===== src/rtl/core/wict_pkg.sv =====
// Shared types and constants of the wide identifier compaction table.
package wict_pkg;

  // Key store geometry
  localparam int unsigned ENTRIES = 64;
  localparam int unsigned IDX_W   = (ENTRIES > 1) ? $clog2(ENTRIES) : 1;
  localparam int unsigned CNT_W   = $clog2(ENTRIES + 1);

  // First number handed out dynamically
  localparam logic [31:0] FIRST_DYNAMIC = 32'hf000_0000;

  // Result status codes
  localparam logic [2:0] ST_PASS  = 3'd0;
  localparam logic [2:0] ST_FOUND = 3'd1;
  localparam logic [2:0] ST_NEW   = 3'd2;
  localparam logic [2:0] ST_FULL  = 3'd3;
  localparam logic [2:0] ST_WIDE  = 3'd4;

  // Kind of result chosen by the controller
  typedef enum logic [1:0] {
    RES_DIRECT,
    RES_HIT,
    RES_NEW,
    RES_FULL
  } res_e;

  // Controller states
  typedef enum logic [1:0] {
    S_IDLE,
    S_SCAN,
    S_LOAD
  } state_e;

  // Commands from controller to datapath
  typedef struct packed {
    logic load_key;
    logic issue_read;
    logic capture;
    res_e res_kind;
    logic load_out;
  } ctrl_cmd_t;

  // Status from datapath to controller
  typedef struct packed {
    logic direct;
    logic hit;
    logic scan_end;
    logic full;
    logic out_busy;
  } dp_status_t;

endpackage


===== src/rtl/core/wict_ctrl.sv =====
// Controller state machine: sequences accept, key scan and result load.
module wict_ctrl (
  input  logic                clk_i,
  input  logic                rst_ni,
  input  logic                in_valid_i,
  output logic                in_ready_o,
  input  wict_pkg::dp_status_t status_i,
  output wict_pkg::ctrl_cmd_t  cmd_o
);

  wict_pkg::state_e state_q, state_d;

  // State register
  always_ff @(posedge clk_i or negedge rst_ni) begin
    if (!rst_ni) begin
      state_q <= wict_pkg::S_IDLE;
    end else begin
      state_q <= state_d;
    end
  end

  // Next state
  always_comb begin
    state_d = state_q;
    case (state_q)
      wict_pkg::S_IDLE: begin
        if (in_valid_i) state_d = wict_pkg::S_SCAN;
      end
      wict_pkg::S_SCAN: begin
        if (status_i.direct || status_i.hit || status_i.scan_end) state_d = wict_pkg::S_LOAD;
      end
      wict_pkg::S_LOAD: begin
        if (!status_i.out_busy) state_d = wict_pkg::S_IDLE;
      end
      default: state_d = wict_pkg::S_IDLE;
    endcase
  end

  // Outputs
  always_comb begin
    in_ready_o        = 1'b0;
    cmd_o.load_key    = 1'b0;
    cmd_o.issue_read  = 1'b0;
    cmd_o.capture     = 1'b0;
    cmd_o.res_kind    = wict_pkg::RES_DIRECT;
    cmd_o.load_out    = 1'b0;
    case (state_q)
      wict_pkg::S_IDLE: begin
        in_ready_o     = 1'b1;
        cmd_o.load_key = in_valid_i;
      end
      wict_pkg::S_SCAN: begin
        // Pass-through first, then a match, then end of the used slots
        if (status_i.direct) begin
          cmd_o.capture  = 1'b1;
          cmd_o.res_kind = wict_pkg::RES_DIRECT;
        end else if (status_i.hit) begin
          cmd_o.capture  = 1'b1;
          cmd_o.res_kind = wict_pkg::RES_HIT;
        end else if (status_i.scan_end) begin
          cmd_o.capture  = 1'b1;
          cmd_o.res_kind = status_i.full ? wict_pkg::RES_FULL : wict_pkg::RES_NEW;
        end else begin
          cmd_o.issue_read = 1'b1;
        end
      end
      wict_pkg::S_LOAD: begin
        cmd_o.load_out = !status_i.out_busy;
      end
      default: ;
    endcase
  end

endmodule


===== src/rtl/core/wict_dp.sv =====
// Datapath: key register, key store memory, scan pointer, fill count and output register.
module wict_dp (
  input  logic                 clk_i,
  input  logic                 rst_ni,
  input  logic                 large_fs_we_i,
  input  logic                 large_fs_i,
  input  logic [63:0]          file_number_i,
  output logic                 out_valid_o,
  input  logic                 out_ready_i,
  output logic [31:0]          mapped_number_o,
  output logic [2:0]           status_o,
  input  wict_pkg::ctrl_cmd_t  cmd_i,
  output wict_pkg::dp_status_t status_dp_o
);

  logic                       large_fs_q;
  logic [63:0]                key_q;
  logic                       direct_q, wide_q;
  logic [wict_pkg::CNT_W-1:0] ptr_q, cnt_q;
  logic [63:0]                rd_data_q;
  logic                       rd_vld_q;
  logic [wict_pkg::IDX_W-1:0] rd_slot_q;
  wict_pkg::res_e             res_kind_q;
  logic [wict_pkg::IDX_W-1:0] hit_slot_q;
  logic                       out_valid_q;
  logic [31:0]                mapped_q, mapped_d;
  logic [2:0]                 status_q, status_d;
  logic                       below_first;
  logic                       hit;

  logic [63:0] mem [wict_pkg::ENTRIES];

  // Mode register
  always_ff @(posedge clk_i or negedge rst_ni) begin
    if (!rst_ni) begin
      large_fs_q <= 1'b0;
    end else if (large_fs_we_i) begin
      large_fs_q <= large_fs_i;
    end
  end

  // Classify the item as it is accepted
  assign below_first = (file_number_i[63:32] == 32'd0) &&
                       (file_number_i[31:0] < wict_pkg::FIRST_DYNAMIC);

  always_ff @(posedge clk_i) begin
    if (cmd_i.load_key) begin
      key_q    <= file_number_i;
      direct_q <= !large_fs_q || below_first;
      wide_q   <= !large_fs_q && (file_number_i[63:32] != 32'd0);
    end
  end

  // Scan pointer and read tag
  always_ff @(posedge clk_i or negedge rst_ni) begin
    if (!rst_ni) begin
      ptr_q    <= '0;
      rd_vld_q <= 1'b0;
    end else begin
      rd_vld_q <= cmd_i.issue_read;
      if (cmd_i.load_key) begin
        ptr_q <= '0;
      end else if (cmd_i.issue_read) begin
        ptr_q <= ptr_q + 1'b1;
      end
    end
  end

  // Key store: one registered read, one append write
  always_ff @(posedge clk_i) begin
    if (cmd_i.issue_read) begin
      rd_data_q <= mem[ptr_q[wict_pkg::IDX_W-1:0]];
      rd_slot_q <= ptr_q[wict_pkg::IDX_W-1:0];
    end
    if (cmd_i.load_out && (res_kind_q == wict_pkg::RES_NEW)) begin
      mem[cnt_q[wict_pkg::IDX_W-1:0]] <= key_q;
    end
  end

  // Fill count
  always_ff @(posedge clk_i or negedge rst_ni) begin
    if (!rst_ni) begin
      cnt_q <= '0;
    end else if (cmd_i.load_out && (res_kind_q == wict_pkg::RES_NEW)) begin
      cnt_q <= cnt_q + 1'b1;
    end
  end

  assign hit = rd_vld_q && (rd_data_q == key_q);

  // Result kind and matching slot
  always_ff @(posedge clk_i) begin
    if (cmd_i.capture) begin
      res_kind_q <= cmd_i.res_kind;
      hit_slot_q <= rd_slot_q;
    end
  end

  // Result formatting
  always_comb begin
    mapped_d = 32'd0;
    status_d = wict_pkg::ST_PASS;
    case (res_kind_q)
      wict_pkg::RES_DIRECT: begin
        mapped_d = key_q[31:0];
        status_d = wide_q ? wict_pkg::ST_WIDE : wict_pkg::ST_PASS;
      end
      wict_pkg::RES_HIT: begin
        mapped_d = wict_pkg::FIRST_DYNAMIC + 32'(hit_slot_q);
        status_d = wict_pkg::ST_FOUND;
      end
      wict_pkg::RES_NEW: begin
        mapped_d = wict_pkg::FIRST_DYNAMIC + 32'(cnt_q[wict_pkg::IDX_W-1:0]);
        status_d = wict_pkg::ST_NEW;
      end
      wict_pkg::RES_FULL: begin
        mapped_d = 32'd0;
        status_d = wict_pkg::ST_FULL;
      end
      default: ;
    endcase
  end

  // Output register
  always_ff @(posedge clk_i or negedge rst_ni) begin
    if (!rst_ni) begin
      out_valid_q <= 1'b0;
    end else if (cmd_i.load_out) begin
      out_valid_q <= 1'b1;
    end else if (out_ready_i) begin
      out_valid_q <= 1'b0;
    end
  end

  always_ff @(posedge clk_i) begin
    if (cmd_i.load_out) begin
      mapped_q <= mapped_d;
      status_q <= status_d;
    end
  end

  assign out_valid_o     = out_valid_q;
  assign mapped_number_o = mapped_q;
  assign status_o        = status_q;

  // Status to controller
  assign status_dp_o.direct   = direct_q;
  assign status_dp_o.hit      = hit;
  assign status_dp_o.scan_end = (ptr_q == cnt_q);
  assign status_dp_o.full     = (cnt_q == wict_pkg::CNT_W'(wict_pkg::ENTRIES));
  assign status_dp_o.out_busy = out_valid_q && !out_ready_i;

  // Checks
  a_cnt_bound: assert property (@(posedge clk_i) disable iff (!rst_ni)
    cnt_q <= wict_pkg::CNT_W'(wict_pkg::ENTRIES))
    else $error("fill count beyond store size");

  a_read_in_use: assert property (@(posedge clk_i) disable iff (!rst_ni)
    cmd_i.issue_read |-> (ptr_q < cnt_q))
    else $error("read of an unused slot");

  a_no_overwrite: assert property (@(posedge clk_i) disable iff (!rst_ni)
    cmd_i.load_out |-> !(out_valid_q && !out_ready_i))
    else $error("result loaded over a waiting item");

  a_append_count: assert property (@(posedge clk_i) disable iff (!rst_ni)
    (cmd_i.load_out && (res_kind_q == wict_pkg::RES_NEW)) |=>
      (cnt_q == $past(cnt_q) + 1'b1))
    else $error("append did not advance fill count");

endmodule


===== src/rtl/core/wide_id_compaction_table.sv =====
// Top level: maps 64-bit identifiers onto 32-bit ones through a bounded key store.
// Pass-through and too-wide items are settled without a scan; a lookup scans up to N stored
//   keys in order and stops at a match, N being the number of stored keys (N <= 64).
// One item at a time: a new one is accepted only after the result is loaded; the key store has
//   one read port and the scan compares one stored key per cycle.
// Reset (asynchronous, active low) empties the table, clears the mode and the output.
module wide_id_compaction_table (
  input  logic        clk_i,
  input  logic        rst_ni,
  input  logic        large_fs_we_i,
  input  logic        large_fs_i,
  input  logic        in_valid_i,
  output logic        in_ready_o,
  input  logic [63:0] file_number_i,
  output logic        out_valid_o,
  input  logic        out_ready_i,
  output logic [31:0] mapped_number_o,
  output logic [2:0]  status_o
);

  wict_pkg::ctrl_cmd_t  cmd;
  wict_pkg::dp_status_t dp_status;

  // Sequencer
  wict_ctrl u_ctrl (
    .clk_i      (clk_i),
    .rst_ni     (rst_ni),
    .in_valid_i (in_valid_i),
    .in_ready_o (in_ready_o),
    .status_i   (dp_status),
    .cmd_o      (cmd)
  );

  // Storage and result path
  wict_dp u_dp (
    .clk_i           (clk_i),
    .rst_ni          (rst_ni),
    .large_fs_we_i   (large_fs_we_i),
    .large_fs_i      (large_fs_i),
    .file_number_i   (file_number_i),
    .out_valid_o     (out_valid_o),
    .out_ready_i     (out_ready_i),
    .mapped_number_o (mapped_number_o),
    .status_o        (status_o),
    .cmd_i           (cmd),
    .status_dp_o     (dp_status)
  );

endmodule

===== config.mk =====
export PLATFORM = sky130hd
export DESIGN_NAME = wide_id_compaction_table
export DESIGN_NICKNAME = d
export VERILOG_FILES = /design/src/rtl/core/wict_pkg.sv /design/src/rtl/core/wict_ctrl.sv /design/src/rtl/core/wict_dp.sv /design/src/rtl/core/wide_id_compaction_table.sv
export SDC_FILE = /design/constraint.sdc
export NUM_CORES = 2
export LEC_CHECK = 0
export ABC_AREA = 1
export BUFFER_PORTS_ARGS = -buffer_cell sky130_fd_sc_hd__buf_2
export CAP_MARGIN = 5
export CORE_MARGIN = 1.5
export CORE_UTILIZATION = 29
export CTS_CLUSTER_SIZE = 30
export DETAILED_ROUTE_END_ITERATION = 10
export GPL_TIMING_DRIVEN = 0
export PLACE_DENSITY = 0.48
export SLEW_MARGIN = 20
export SYNTH_ARGS = -nofsm -noshare
export SYNTH_HDL_FRONTEND = slang
export SYNTH_SLANG_ARGS = --single-unit

===== constraint.sdc =====
create_clock -name clk_i -period 7.64 [get_ports clk_i]
set_input_delay 1.146 -clock clk_i [delete_from_list [all_inputs] [get_ports clk_i]]
set_output_delay 1.146 -clock clk_i [all_outputs]
set_load 0.01 [all_outputs]

==> qor.yml <==
power:
  p_comb_frac: 0.355
  p_leak_uw: 0.0659
  p_sw_frac: 0.415
  power_density_nw_per_um2: 376
  intPower_uw: 45000
  power_frac_clock: 0.283
  p_sw_uw: 32000
  seq_power_share: 0.362
  irDropWorstVdd_v: 0.000278
route:
  wl_mm: 799
  ant_nets: 0
  wire_per_inst_um: 37.3
  dr.first_iter.drc_count: 21160
  dr.pass1.iters: 5
  vias: 121753
  drc: 0
  vias_per_cell: 5.69
cts:
  cts_hold_buf: 0
  numCtsBuffers: 448
  cts_tree: "done"
  cts_buffer_depth: 4
  cts_max_level: 5
  cts_setup_buffers: 0
  clock-sinks: 4294
  clock_latency_ps: 1120
  cts-root-buf: "clkbuf_16"
  clkTransAtPathRegs_ps: 70
  cts_resized: 0
critical_path:
  path_cells: "inv_2 > buf_2 > buf_2 > clkbuf_1 > o21ai_0 > o22ai_1 > nand2_1 > nand3_1 > nand2_1 > a21oi_1"
  cp_slowest_cell: "buf_2"
  worstSetupStartpointType: "flip-flop"
  critPathKind: "flip-flop to flip-flop"
  required_ps: 8440
  critical_path.endpoint_type: "flip-flop"
  critPathBufInv: 4
  cp_top_family: "buffers and inverters"
  cp_max_fo: 10
  critPathArrivalTime_ps: 6440
  cp_slowest_stage_delay_ps: 870
global_routing:
  grt_pass1_vias: 109767
  grt_usage: 0.264
  antenna_found_initial: 121
  grt_pass1_wl_mm: 1040
  grt_max_degree: 64
  overflow: 0
placed_design:
  routabilityCongestion: 0.997
  portBuffers: 106
  place_ws_ps: 2340
  dpl.hpwl_mm: 593
floorplanning:
  die_w_um: 762
  initial_core_util: 0.291
  pin_count: 107
  die-height_um: 762
  core_area_um2: 574000
  dieArea_um2: 581000
  fp-row-count: 278
sta:
  fin_skew_ps: 115
  setup_viol: 0
  slew_headroom: 0.107
  rsz0062_at_grt: "false"
  fmax_mhz: 177
  fin_crit_sh: 0.738
  timing.setup.tns_ps: 0
  drv_slew: 0
  fin_ws_ps: 2000
  hold_viol: 0
  fin_crit_ps: 5640
  worstMarginPinSlew_ps: 1340
yosys:
  synth_area_per_cell_um2: 13.7
  yosys.area.top_type: "edfxtp_1"
  syn_nets: 12306
  syn_area_um2: 167000
  synth_compound_area_frac: 0.115
  synth-xor-area-share: 0.00126
  synth-seq-area-share: 0.771
  synth.distinct_cells: 37
  async_reset_ff_frac: 0.00442
  synth-simple-area-share: 0.0853
  synth-edff-count: 4275
  synth-warning-count: 0
  synth_top_area_share: 0.769
  ys_top_cells_by_count: "edfxtp_1 (4275), nor2_1 (2217), o21ai_0 (1891)"
  ys_ff_latch: 4294
  synth_cells: 12229
  ys.flop_type: "edfxtp_1"
  synth_area_leaders: "edfxtp_1 (77%), o21ai_0 (5.7%), nor2_1 (5.0%)"
  synthMostInstantiatedCell: "edfxtp_1"
  synthAdderAreaFrac: 0.000524
  synth_top_family_by_area: "compound AO/OA/AOI/OAI gates"
  muxShareOfSynthArea: 0.0000674
finish:
  drive_above_1_share: 0.133
  nNetsFinal: 13489
  syn2layout_area_growth_pct: 22.5
  fillers: 55037
  seq_area_um2: 129000
  multi_input_area_um2: 34300
flow_run:
  maxCapViolCount: 0
run_status:
  status: "finished clean"
worst_hold_path:
  worstHoldPathType: "primary input to asynchronous set/reset pin"
registers in the layout, summed over array words and instances, names as in the netlist:
signal and count:
u_dp.mem 4096, u_dp.ptr_q 7, u_dp.rd_slot_q 6, u_dp.out_valid_o 1, u_dp.direct_q 1, u_dp.status_o 3
u_dp.large_fs_q 1, u_dp.res_kind_q 2, u_dp.wide_q 1, u_dp.cnt_q 7, u_dp.hit_slot_q 6, u_dp.rd_data_q 64
u_dp.key_q 64, u_dp.mapped_number_o 32, u_ctrl.state_q 2, u_dp.rd_vld_q 1
stage by stage:
step | std cells | power, µW | hold WS, ps | utilization | area (µm²)
2_1_floorplan | 12229 | 38300 | 400 | - | 167000
3_3_place_gp | 19895 | 53000 | 401 | 0.309 | 177000
3_5_place_dp | 20521 | 54000 | 405 | 0.332 | 190000
4_1_cts | 21338 | 75400 | 159 | 0.356 | 204000
5_1_grt | 21355 | 77700 | 224 | 0.357 | 204000
6_report | 21415 | 77000 | 228 | 0.357 | 205000
power groups by stage:
| stage | clock network, µW | logic [µW] | registers [µW] |
|---|---|---|---|
| global route | 22600 | 27200 | 27900 |
| global placement | 0 | 22600 | 30400 |
| floorplan | 0 | 9550 | 28700 |
| CTS | 21800 | 25700 | 27900 |
| detailed placement | 0 | 25700 | 28300 |
| finish | 21800 | 27300 | 27900 |
cell usage in the layout (no fill, tap or decap), drive strengths merged, types with 5 or more instances in the layout:
cell      instances
a21oi           177
o211ai           89
nand2           680
nand4            34
dfrtp            19
nor2           2217
diode            76
edfxtp         4275
clkbuf         1066
nor4             11
clkinvlp          7
clkinv          208
xnor2            14
or2              11
o21ai          2061
ha                7
o22ai           581
nor3              9
bufinv           33
o221ai          421
buf            1094
inv             154
nand3           589
a22oi             5
xor2             10
worst register-to-register path: stages, from the launching register on:
cell and delay (ps):
dfrtp_1 600, inv_2 200, buf_2 760, buf_2 890, clkbuf_1 830, o21ai_0 220
o22ai_1 240, nand2_1 370, nand3_1 240, nand2_1 220, a21oi_1 790
worst paths after layout:
kind	end	from	cells past startpoint	slack (ps)
worst min-delay path	u_dp.large_fs_q$_DFFE_PN0P_	rst_ni	1	230
worst max-delay path	u_dp.rd_data_q[2]$_DFFE_PP_	u_dp.ptr_q[1]$_DFFE_PN0P_	10	2000
worst max register to register	u_dp.rd_data_q[2]$_DFFE_PP_	u_dp.ptr_q[1]$_DFFE_PN0P_	10	2000
worst min register to register	u_dp.hit_slot_q[1]$_DFFE_PP_	u_dp.rd_slot_q[1]$_DFFE_PP_	0	410
max in group asynchronous	u_ctrl.state_q[0]$_DFFE_PN0P_	rst_ni	1	6720
min in group clk_i	u_dp.key_q[2]$_DFFE_PP_	file_number_i[2]	1	230
area by class of cell:
class	count	area share
sequential	4294	0.630
multi-input combinational	6923	0.168
timing repair buffer	733	0.0645
clock buffer	560	0.0574
tap	7560	0.0462
buffer	867	0.0193
clock inverter	257	0.0116
inverter	145	0.00271
antenna	76	0.000929
cell families (layout without fill, tap and decap cells):
family,count (synthesis),count (layout)
simple gates,3553,3553
xor+xnor,24,24
mux,1,1
fa+ha+maj,7,7
compound gates,3338,3338
other cells,0,76
flops,4294,4294
buf+inv,1012,2562
layer usage:
metal	track usage	routed length [µm]
met1	0.347	303000
met2	0.383	335000
met3	0.0828	104000
met4	0.158	56700
met5	0	198
Note: power is estimated with default switching activity, not from simulation.
